$ cat config.mk
export PLATFORM = sky130hd
export DESIGN_NAME = tws_ctrl
export DESIGN_NICKNAME = d
export VERILOG_FILES = /design/src/rtl/tws_pkg.sv /design/src/rtl/tws_ctrl.sv
export SDC_FILE = /design/constraint.sdc
export NUM_CORES = 1
export LEC_CHECK = 0
export ABC_AREA = 1
export BUFFER_PORTS_ARGS = -buffer_cell sky130_fd_sc_hd__buf_2
export CAP_MARGIN = 20
export CELL_PAD_IN_SITES_DETAIL_PLACEMENT = 0
export CELL_PAD_IN_SITES_GLOBAL_PLACEMENT = 1
export CORE_AREA = 3 3 40 42
export CTS_CLUSTER_DIAMETER = 100
export DETAILED_ROUTE_END_ITERATION = 7
export DIE_AREA = 0 0 43 45
export GPL_ROUTABILITY_DRIVEN = 0
export PLACE_DENSITY = 0.67
export SETUP_SLACK_MARGIN = 0.4
export SLEW_MARGIN = 20
export SYNTH_ARGS = -nofsm -noshare
export SYNTH_HDL_FRONTEND = slang
export SYNTH_SLANG_ARGS = --single-unit
$ cat constraint.sdc
create_clock -name clk -period 1.1 [get_ports clk]
set_input_delay 0.11 -clock clk [delete_from_list [all_inputs] [get_ports clk]]
set_output_delay 0.11 -clock clk [all_outputs]
set_load 0.02 [all_outputs]
$ cat src/rtl/tws_pkg.sv
// Package for the trie word store: sizes, command codes, word and control types.
`default_nettype none

package tws_pkg;

    // Node table size and alphabet size
    localparam int NODES    = 1024;
    localparam int ALPHABET = 26;

    // Derived widths
    localparam int IDX_W        = $clog2(NODES);
    localparam int USED_W       = $clog2(NODES + 1);
    localparam int SEL_W        = (ALPHABET > 1) ? $clog2(ALPHABET) : 1;
    localparam int ROW_W        = ALPHABET * IDX_W;
    localparam int LETTER_W     = 5;
    localparam int LETTER_CMP_W = 9;

    localparam logic [IDX_W-1:0] LAST_NODE = IDX_W'(NODES - 1);

    // Command codes
    localparam logic [1:0] CMD_INSERT = 2'd0;
    localparam logic [1:0] CMD_SEARCH = 2'd1;
    localparam logic [1:0] CMD_PREFIX = 2'd2;
    localparam logic [1:0] CMD_UNUSED = 2'd3;

    typedef struct packed {
        logic [1:0]          cmd;
        logic [LETTER_W-1:0] letter;
        logic                no_letter;
        logic                last;
    } in_word_t;

    typedef struct packed {
        logic found;
        logic status;
    } out_word_t;

    // Controller to datapath
    typedef struct packed {
        logic accept;
        logic clear;
        logic look;
        logic mark;
        logic load;
    } ctrl_cmd_t;

    // Datapath to controller
    typedef struct packed {
        logic clear_done;
        logic in_skip;
        logic in_walk;
        logic in_last;
        logic item_last;
        logic out_free;
    } dp_stat_t;

endpackage

`default_nettype wire

$ cat src/rtl/tws_ctrl.sv
// Controller state machine of the trie word store.
`default_nettype none

module tws_ctrl import tws_pkg::*; (
    input  wire logic      clk,
    input  wire logic      rst_n,
    input  wire logic      in_valid,
    output logic           in_ready,
    input  wire dp_stat_t  stat,
    output ctrl_cmd_t      cmd
);

    localparam logic [2:0] ST_CLEAR = 3'd0;
    localparam logic [2:0] ST_IDLE  = 3'd1;
    localparam logic [2:0] ST_LOOK  = 3'd2;
    localparam logic [2:0] ST_MARK  = 3'd3;
    localparam logic [2:0] ST_REPLY = 3'd4;

    logic [2:0] state_reg;
    logic [2:0] state_next;

    always_comb
    begin
        cmd        = '0;
        in_ready   = (state_reg == ST_IDLE);
        state_next = state_reg;
        unique case (state_reg)
            ST_CLEAR:
            begin
                cmd.clear = 1'b1;
                if (stat.clear_done)
                begin
                    state_next = ST_IDLE;
                end
            end
            ST_IDLE:
            begin
                if (in_valid)
                begin
                    cmd.accept = 1'b1;
                    if (stat.in_skip)
                    begin
                        state_next = ST_IDLE;
                    end
                    else if (stat.in_walk)
                    begin
                        state_next = ST_LOOK;
                    end
                    else if (stat.in_last)
                    begin
                        state_next = ST_MARK;
                    end
                end
            end
            ST_LOOK:
            begin
                cmd.look   = 1'b1;
                state_next = stat.item_last ? ST_MARK : ST_IDLE;
            end
            ST_MARK:
            begin
                cmd.mark   = 1'b1;
                state_next = ST_REPLY;
            end
            ST_REPLY:
            begin
                if (stat.out_free)
                begin
                    cmd.load   = 1'b1;
                    state_next = ST_IDLE;
                end
            end
            default:
            begin
                state_next = ST_IDLE;
            end
        endcase
    end

    always_ff @(posedge clk or negedge rst_n)
    begin
        if (!rst_n)
        begin
            state_reg <= ST_CLEAR;
        end
        else
        begin
            state_reg <= state_next;
        end
    end

endmodule

`default_nettype wire

-- Word level (Yosys, flattened, before mapping)
Cells that the tools add are included.
- flip-flop bits (word level): 3
- bits in latches: 0
- memory bits (writable): 0
- ROM bits: 0
- logic and storage cells: 26
- memories kept: 0
- add/subtract/negate cells: 0
- $mul: 0
- divide/modulo/power cells: 0
- order comparisons: 0
- equal/unequal tests: 8
- shift-type cells: 0
- multiplexer cells: 15
- bitwise logic cells: 0
- reductions and logical operators: 2
- operators by type and width (kind ; count):
    $mux W3 ; 6
    $pmux W3 S5 ; 1
    $mux W1 ; 7
    $eq A3 B2 Y1 const B ; 2
    $ne A2 B2 Y1 const B ; 3
    $ne A4 B1 Y1 const B ; 1
    $reduce_and A4 Y1 ; 1
    $eq A3 B1 Y1 const B ; 1
    $eq A3 B3 Y1 const B ; 1
    $logic_not A3 Y1 ; 1
    $mux W2 ; 1

-- Logic depth before layout (Yosys ltp)
Gate-level depths: netlist (run 1).
- word-level depth: 5
- mapped depth: 7
- gate-level depth less buffers: 7

-- Worst setup path before layout (run 1)
No wires, ideal clock.
- path type: register to output
- from: register state_reg[1]
- to: output port cmd[0] (netlist name)
- data arrival time: 1.106 ns
- data required time: 0.990 ns
- setup slack: -0.116 ns
- stages on the path, launching flop included: 4
- path buffers: 0
- cells stage by stage: dfrtp_1 > nor2_2 > inv_1 > nor3_1
- RTL lines (item ; line ; RTL):
    start, declared ; tws_ctrl.sv:19 ; logic [2:0] state_reg;
    start signal, assigned ; tws_ctrl.sv:88 ; state_reg <= state_next;
    end, declared ; tws_ctrl.sv:10 ; output ctrl_cmd_t cmd

==> results.json, run 1 <==
{
  "dp.cells": 69,
  "avgSynthCellArea_um2": 6.54,
  "endpoint_kind": "output pin",
  "drt_pass1_iterations": 2,
  "die_y_um": 45,
  "antenna_found_initial": 0,
  "grt_util_all_layers": 0.0850,
  "hold_viol_final": 0,
  "path_common_cell": "buf_6",
  "start_util": 0.199,
  "internal_power_mw": 0.912,
  "p_comb_frac": 0.746,
  "dr_total_vias": 308,
  "fin_skew_ns": 0.00198,
  "cpPeakStageDelay_ns": 0.41,
  "setup_slack_ns": -0.110,
  "worst_path_max_delay_cell": "dfrtp_1",
  "powerDensity_nw_per_um2": 3020,
  "core_um2": 1280,
  "r2r-end": "state_reg[1]",
  "ant_nets": 0,
  "cap_viol_max_count": 0,
  "period_needed_ns": 1.21,
  "hp-class": "in -> reg",
  "drc": 0,
  "ios": 15,
  "p_leak_nw": 0.279,
  "path_class": "reg -> out",
  "power.total_mw": 1.65,
  "seqPwrFrac": 0.137,
  "dr.first_iter.drc_count": 3,
  "tightest_slew_ns": 0.184,
  "grt_overflow": 0,
  "via_per_inst": 3.80,
  "clockBufferDepth": 2,
  "drv_slew": 0,
  "antenna_cells": 0,
  "fmax_mhz": 826,
  "syn_nets": 48,
  "failed_checks": "negative setup slack",
  "grt_pass1_vias": 312,
  "syn-cell-area_um2": 255,
  "synth_cells": 39,
  "cp_cell_sequence": "buf_6 > nor3_4 > buf_6",
  "cts_tree": "built",
  "routed_wl_um": 631,
  "dieArea_um2": 1940,
  "largest_reg_flops": 3,
  "yosysWarnings": 0,
  "clkTransAtPathRegs_ns": 0.04,
  "die_x_um": 43,
  "fin_util": 0.426,
  "p_clk_frac": 0.117,
  "finalSetupViolations": 8,
  "min_from": "stat[1]",
  "outcome": "finished with violations",
  "drive_gt1_frac": 0.727,
  "routedWlPerCell_um": 7.79,
  "finalCritPeriodShare": 1.10,
  "reg2reg_slack_ns": -0.03,
  "syn_to_final_growth_pct": 115,
  "holdPathStages": 5,
  "grt_pass1_wl_um": 1210,
  "worstPathMaxFanout": 4,
  "grt_max_degree": 6,
  "num_rows": 13,
  "clock_latency_ns": 0.23,
  "worst_setup_path_start_kind": "flip-flop",
  "switching_share": 0.449,
  "synth_seq_cells": 3,
  "cts_buffers": 3,
  "worst_ep_arrival_time_ns": 1.10,
  "critPathRequiredTime_ns": 0.99,
  "cts_htree_levels": 1,
  "ys_types": 15,
  "cts.sinks": 3,
  "numPortBuffers": 14,
  "yosysSeqAreaShare": 0.294,
  "fin_nets": 76,
  "tns_ns": -0.590,
  "root_buffer": "clkbuf_4",
  "rsz0062_at_grt": "yes",
  "timing.rr.start": "state_reg[2]",
  "final_cells": 81,
  "r2r_cells": 8,
  "fill_cells": 139,
  "detailed_place_hpwl_um": 483,
  "max_slew_margin": 0.877,
  "switchingPower_mw": 0.743,
  "dp_slack_ns": 0.0159,
  "hold_end": "state_reg[1]",
  "irDropWorstVdd_uv": 1610
}
[worst max path at each step]
stage / from / endpoint
2_1_floorplan: state_reg[2] / state_reg[1]
3_3_place_gp: state_reg[0] / cmd[0]
3_5_place_dp: state_reg[0] / state_reg[1]
4_1_cts: state_reg[1] / cmd[4]
5_1_grt: state_reg[2] / cmd[4]
6_report: state_reg[1] / cmd[4]
[cell usage in the layout, fill, tap and decap left out]
cell type      count
o21ai_2            2
nor2_4             2
dlygate4sd3_1      1
dfrtp_1            2
nand2_8            1
nor2_1             2
buf_2              8
nor3_2             1
nand2_1            6
inv_1              5
clkbuf_1           1
inv_2              6
nor3_4             1
a21oi_1            1
buf_4              8
nand3_2            2
nand2_2            2
clkbuf_4           3
nor2_2             3
buf_6              6
dfrtp_2            1
nand3_4            2
[cell families after synthesis]
kind of cell,synth area share
buf+inv,0.162
simple gates,0.471
flops,0.294
compound gates,0.0735
[routing by layer]
metal  vias up  track usage  wire length (um)
met5         -            0                 0
met4         0       0.0542                 0
met3         0       0.0239                52
met2        11        0.132               343
met1       128        0.104               236
li1        169            -                 -
[power groups by stage]
stage | Sequential, mW | Combinational, mW | Clock, mW
6_report | 0.226 | 1.24 | 0.193
3_3_place_gp | 0.217 | 0.706 | 0
4_1_cts | 0.221 | 1.05 | 0.200
2_1_floorplan | 0.232 | 0.494 | 0
5_1_grt | 0.237 | 1.35 | 0.216
3_5_place_dp | 0.219 | 0.705 | 0
[cell usage after synthesis]
| cell | n | area share |
|---|---|---|
| dfrtp_1 | 3 | 0.29 |
| nand2_1 | 7 | 0.10 |
| a21oi_1 | 1 | 0.020 |
| nor3_1 | 2 | 0.039 |
| nand3_2 | 2 | 0.078 |
| nor2_2 | 1 | 0.025 |
| nand2_2 | 1 | 0.025 |
| nor2_1 | 5 | 0.074 |
| nor2_4 | 1 | 0.044 |
| o21ai_2 | 1 | 0.034 |
| o21ai_0 | 1 | 0.020 |
| nand3_1 | 2 | 0.039 |
| inv_1 | 9 | 0.13 |
| nand2_4 | 1 | 0.044 |
| inv_2 | 2 | 0.029 |
[cell type report]
cell class / count / area (um^2) / area share
clock buffers: 4 / 26.3 / 0.0479
inverters: 11 / 41.3 / 0.0753
multi-input cells: 25 / 208 / 0.379
flip-flops and latches: 3 / 76.3 / 0.139
well taps: 15 / 18.8 / 0.0342
repair buffers: 23 / 178 / 0.324
[critical path, delay by kind of cell (launching register included)]
family | cells | cell delay (ns)
AND/OR/NAND/NOR | 1 | 0.17
buffers and inverters | 2 | 0.29
flip-flops | 1 | 0.41
[metrics by stage]
step | instance area, um^2 | hold WS [ns]
after global placement | 367 | -0.0930
final | 548 | 0.190
after detailed placement | 367 | -0.0942
after CTS | 497 | 0.177
after floorplan | 270 | -0.186
after global routing | 548 | 0.203
[timing repair]
action                     4_1_cts  5_1_grt
hold buffers                     1        0
pin swaps                        6        4
resized for setup               18       11
gates cloned                     0        0
buffers inserted                 5        2
hold endpoints to repair         3        0
setup endpoints to repair        9        9
(Power assumes the default switching activity.)
==> run 2: changes to the inputs <==
ABC_AREA = default   (was 1)
PLACE_DENSITY = 0.59   (was 0.67)
==> results.json, run 2 <==
{
  "grt_overflow": 0,
  "r2r_cells": 5,
  "irDropWorstVdd_uv": 831,
  "numPortBuffers": 14,
  "powerDensity_nw_per_um2": 2710,
  "fin_skew_ns": 0.00214,
  "synth_ff_type": "dfrtp_1",
  "yosysTopAreaCell": "dfrtp_1",
  "cpPeakStageDelay_ns": 0.42,
  "antenna_cells": 0,
  "drc": 0,
  "async_reset_ff_frac": 1.00,
  "hp-class": "in -> reg",
  "yosysWarnings": 0,
  "core_um2": 1280,
  "hold_slack_ns": 0.160,
  "cp_cell_sequence": "buf_6 > nor3b_4 > buf_6",
  "synth-edff-count": 0,
  "path_class": "reg -> out",
  "cts_buffers": 3,
  "dr_total_vias": 269,
  "ant_nets": 0,
  "ios": 15,
  "cts_htree_levels": 1,
  "routed_wl_um": 572,
  "syn_to_final_growth_pct": 113,
  "r2r-end": "state_reg[1]",
  "grt_max_degree": 6,
  "final_area_um2": 458,
  "yosysSeqAreaShare": 0.349,
  "dieArea_um2": 1940,
  "start_util": 0.167,
  "critPathRequiredTime_ns": 0.99,
  "syn_nets": 31,
  "die_y_um": 45,
  "worst_setup_path_start_kind": "flip-flop",
  "failed_checks": "negative setup slack",
  "fmax_mhz": 794,
  "clkTransAtPathRegs_ns": 0.04,
  "drive_gt1_frac": 0.735,
  "finalCritPeriodShare": 1.15,
  "syn-cell-area_um2": 215,
  "die_x_um": 43,
  "period_needed_ns": 1.26,
  "p_leak_nw": 0.225,
  "largest_reg_flops": 3,
  "outcome": "finished with violations",
  "routedWlPerCell_um": 8.94,
  "mostFrequentLayoutCells": "9 x buf_2, 8 x buf_4, 6 x buf_6",
  "synthTopCellsByCount": "3 x dfrtp_1, 3 x inv_1, 2 x a31oi_1, 2 x nor3b_2",
  "hold_end": "state_reg[1]",
  "rsz0062_at_grt": "yes",
  "cap_viol_max_count": 0,
  "synth.area.top_cells": "dfrtp_1 35%, nor3b_2 12%, nor3b_4 8.7%",
  "timing.rr.start": "state_reg[0]",
  "cts.sinks": 3,
  "final_common_cell": "buf_2",
  "fin_nets": 59,
  "drv_slew": 0,
  "finalSetupViolations": 8,
  "worst_path_max_delay_cell": "dfrtp_2",
  "worstPathMaxFanout": 5,
  "path_common_cell": "buf_6",
  "max_slew_margin": 0.870,
  "post_dp_cell_area_um2": 322,
  "endpoint_kind": "output pin",
  "antenna_found_initial": 0,
  "holdPathStages": 3,
  "ys_types": 16,
  "clock_latency_ns": 0.23,
  "grt_pass1_wl_um": 897,
  "detailed_place_hpwl_um": 423,
  "drt_pass1_iterations": 2,
  "hold_viol_final": 0,
  "tightest_slew_ns": 0.193,
  "clockBufferDepth": 2,
  "worst_ep_arrival_time_ns": 1.15,
  "avgSynthCellArea_um2": 9.78,
  "dr.first_iter.drc_count": 3,
  "num_rows": 13,
  "via_per_inst": 4.20,
  "reg2reg_slack_ns": -0.09,
  "grt_pass1_vias": 261,
  "setup_slack_ns": -0.160,
  "root_buffer": "clkbuf_4",
  "synth_seq_cells": 3,
  "cts_tree": "built",
  "grt_util_all_layers": 0.0651,
  "min_from": "in_valid",
  "yosysTopAreaCellShare": 0.349,
  "synth_cells": 22
}
run 2: changes by cell type after synthesis, moves of 2 or more:
cell | previous run | this run
a31oi_1 | 0 | 2
nand2_1 | 7 | 0
nor2_1 | 5 | 1
inv_2 | 2 | 0
nand3_2 | 2 | 0
nand3_1 | 2 | 0
nor3b_2 | 0 | 2
inv_1 | 9 | 3
run 2: per-stage QoR:
step / util / power, mW / std cells / worst slack (ns) / TNS, ns
4_1_cts: 0.352 / 1.24 / 64 / -0.173 / -1.05
6_report: 0.356 / 1.24 / 64 / -0.160 / -0.940
3_5_place_dp: 0.250 / 0.749 / 52 / -0.0871 / -0.119
5_1_grt: 0.356 / 1.34 / 64 / -0.212 / -1.39
3_3_place_gp: 0.250 / 0.755 / 52 / -0.0810 / -0.128
2_1_floorplan: - / 0.607 / 22 / -0.0709 / -0.128
run 2: cell type report:
class	instances	area [um^2]
Clock buffer	4	26.3
Inverter	3	11.3
Tap cell	15	18.8
Sequential cell	3	78.8
Timing Repair Buffer	24	183
Fill cell	140	827
Multi-Input combinational cell	15	140
run 2: cells by family (layout without fill, tap and decap cells):
family	after synthesis	after routing	synth area share
AO/OA/AOI/OAI	7	7	0.233
AND/OR/NAND/NOR	8	8	0.331
buffers and inverters	4	31	0.0872
flip-flops	3	3	0.349
run 2: where the power goes:
group / internal [mW] / switching, mW / leakage (nW)
clock: 0.136 / 0.0549 / 0.0150
combinational: 0.485 / 0.334 / 0.177
sequential: 0.163 / 0.0683 / 0.0334
run 2: worst max-delay path by stage:
stage | start | endpoint
finish | state_reg[2] | cmd[2]
CTS | state_reg[2] | cmd[2]
global placement | state_reg[2] | cmd[4]
detailed placement | state_reg[2] | cmd[4]
floorplan | state_reg[2] | cmd[4]
global route | state_reg[2] | cmd[2]
run 2: worst max-delay path, delay by kind of cell, from the launching register on:
family                 cells  cell delay (ns)
flip-flops                 1             0.42
buffers and inverters      2             0.29
AND/OR/NAND/NOR            1             0.21
run 2: what timing repair did:
action,4_1_cts,5_1_grt
hold buffers,1,0
endpoints found under the hold margin,3,0
resized for setup,14,2
endpoints found under the setup margin,9,9
setup buffers,7,0
pin swaps,5,0
run 2: per-layer routing:
layer	up-vias	wire, um	track usage
met4	0	0	0.0542
li1	137	-	-
met3	0	34	0.0319
met2	4	349	0.120
met5	-	0	0
met1	128	189	0.0510
==> run 3: changes to the inputs <==
GPL_TIMING_DRIVEN = 0   (was default)
clock period = 1.5 ns   (was 1.1 ns; I/O delays follow)
==> results.json, run 3 (synthesized netlist as in run 2, its figures left out) <==
{
  "fin_nets": 55,
  "timing.rr.start": "state_reg[2]",
  "clockBufferDepth": 2,
  "cts_tree": "built",
  "tightest_slew_ns": 0.259,
  "drc": 0,
  "fin_skew_ns": 0.00184,
  "path_class": "reg -> out",
  "cap_viol_max_count": 0,
  "worst_setup_path_start_kind": "flip-flop",
  "fmax_mhz": 748,
  "holdPathStages": 3,
  "dieArea_um2": 1940,
  "powerDensity_nw_per_um2": 2060,
  "grt_overflow": 0,
  "critPathRequiredTime_ns": 1.35,
  "dp.cells": 51,
  "via_per_inst": 4.27,
  "hold_viol_final": 0,
  "routed_wl_um": 639,
  "tns_ns": 0,
  "largest_reg_flops": 3,
  "outcome": "finished clean",
  "ios": 15,
  "syn_to_final_growth_pct": 96.5,
  "cts_buffers": 3,
  "worst_ep_arrival_time_ns": 1.19,
  "hp-class": "in -> reg",
  "cts_htree_levels": 1,
  "cts.sinks": 3,
  "num_rows": 13,
  "max_slew_margin": 0.826,
  "drt_pass1_iterations": 2,
  "grt_util_all_layers": 0.0826,
  "antenna_found_initial": 0,
  "final_cells": 60,
  "finalCritPeriodShare": 0.891,
  "reg2reg_slack_ns": 0.28,
  "r2r-end": "state_reg[0]",
  "irDropWorstVdd_uv": 776,
  "endpoint_kind": "output pin",
  "grt_pass1_vias": 248,
  "dr_total_vias": 256,
  "dr.first_iter.drc_count": 3,
  "final_common_cell": "buf_2",
  "die_x_um": 43,
  "drive_gt1_frac": 0.733,
  "worstPathMaxFanout": 6,
  "numPortBuffers": 14,
  "fin_util": 0.329,
  "r2r_cells": 5,
  "rsz0062_at_grt": "yes",
  "worstSetupStartpoint": "state_reg[2]",
  "start_util": 0.167,
  "min_from": "stat[1]",
  "die_y_um": 45,
  "routedWlPerCell_um": 10.7,
  "hold_slack_ns": 0.199,
  "ant_nets": 0,
  "period_needed_ns": 1.34,
  "fill_cells": 136,
  "detailed_place_hpwl_um": 431,
  "grt_max_degree": 8,
  "root_buffer": "clkbuf_4",
  "mostFrequentLayoutCells": "9 x buf_2, 5 x buf_6, 5 x buf_4",
  "drv_slew": 0,
  "antenna_cells": 0,
  "hold_end": "state_reg[1]",
  "p_leak_nw": 0.202,
  "grt_pass1_wl_um": 1090,
  "clkTransAtPathRegs_ns": 0.04,
  "clock_latency_ns": 0.24,
  "finalSetupViolations": 0,
  "core_um2": 1280
}
==> run 3: what timing repair did <==
| item | CTS | global route |
|---|---|---|
| hold endpoints to repair | 3 | 0 |
| endpoints found under the setup margin | 6 | 8 |
| pin swaps | 2 | 3 |
| buffers inserted | 3 | 1 |
| resized for setup | 12 | 4 |
| hold buffers | 1 | 0 |
==> run 3: how the worst max path moves through the flow <==
stage / to / slack [ns] / cells after the start
2_1_floorplan: cmd[4] / 0.29 / 3
3_3_place_gp: cmd[4] / 0.30 / 3
3_5_place_dp: cmd[4] / 0.32 / 3
4_1_cts: cmd[4] / 0.14 / 4
5_1_grt: cmd[4] / 0.12 / 4
6_report: cmd[4] / 0.16 / 4
==> run 3: area by class of cell <==
cell class / count / area (um^2) / share of cell area
timing repair buffer: 19 / 138 / 0.325
inverter: 3 / 11.3 / 0.0266
multi-input combinational: 15 / 140 / 0.331
buffer: 1 / 11.3 / 0.0266
tap: 15 / 18.8 / 0.0444
sequential: 3 / 77.6 / 0.183
clock buffer: 4 / 26.3 / 0.0621
==> run 3: stage by stage <==
stage	instance area (um^2)	setup WS, ns	total power [mW]
finish	423	0.164	0.871
global route	423	0.119	0.932
CTS	403	0.138	0.829
detailed placement	310	0.317	0.534
global placement	310	0.295	0.537
floorplan	221	0.292	0.430
==> run 3: critical path, cell delays in order (launching register included) <==
cell and delay [ns]:
dfrtp_1 0.36, buf_6 0.13, nor3b_4 0.18, and2_4 0.16, buf_6 0.11
==> run 3: power breakdown <==
part	switching (mW)	leakage, nW	internal, mW
Combinational	0.244	0.152	0.311
Sequential	0.0533	0.0349	0.117
Clock	0.0465	0.0150	0.100
==> run 3: per-layer routing <==
| metal | up-vias | GRT usage | wire (um) |
|---|---|---|---|
| li1 | 128 | - | - |
| met3 | 0 | 0.0876 | 107 |
| met1 | 109 | 0.104 | 297 |
| met2 | 19 | 0.102 | 234 |
| met5 | - | 0 | 0 |
| met4 | 0 | 0 | 0 |
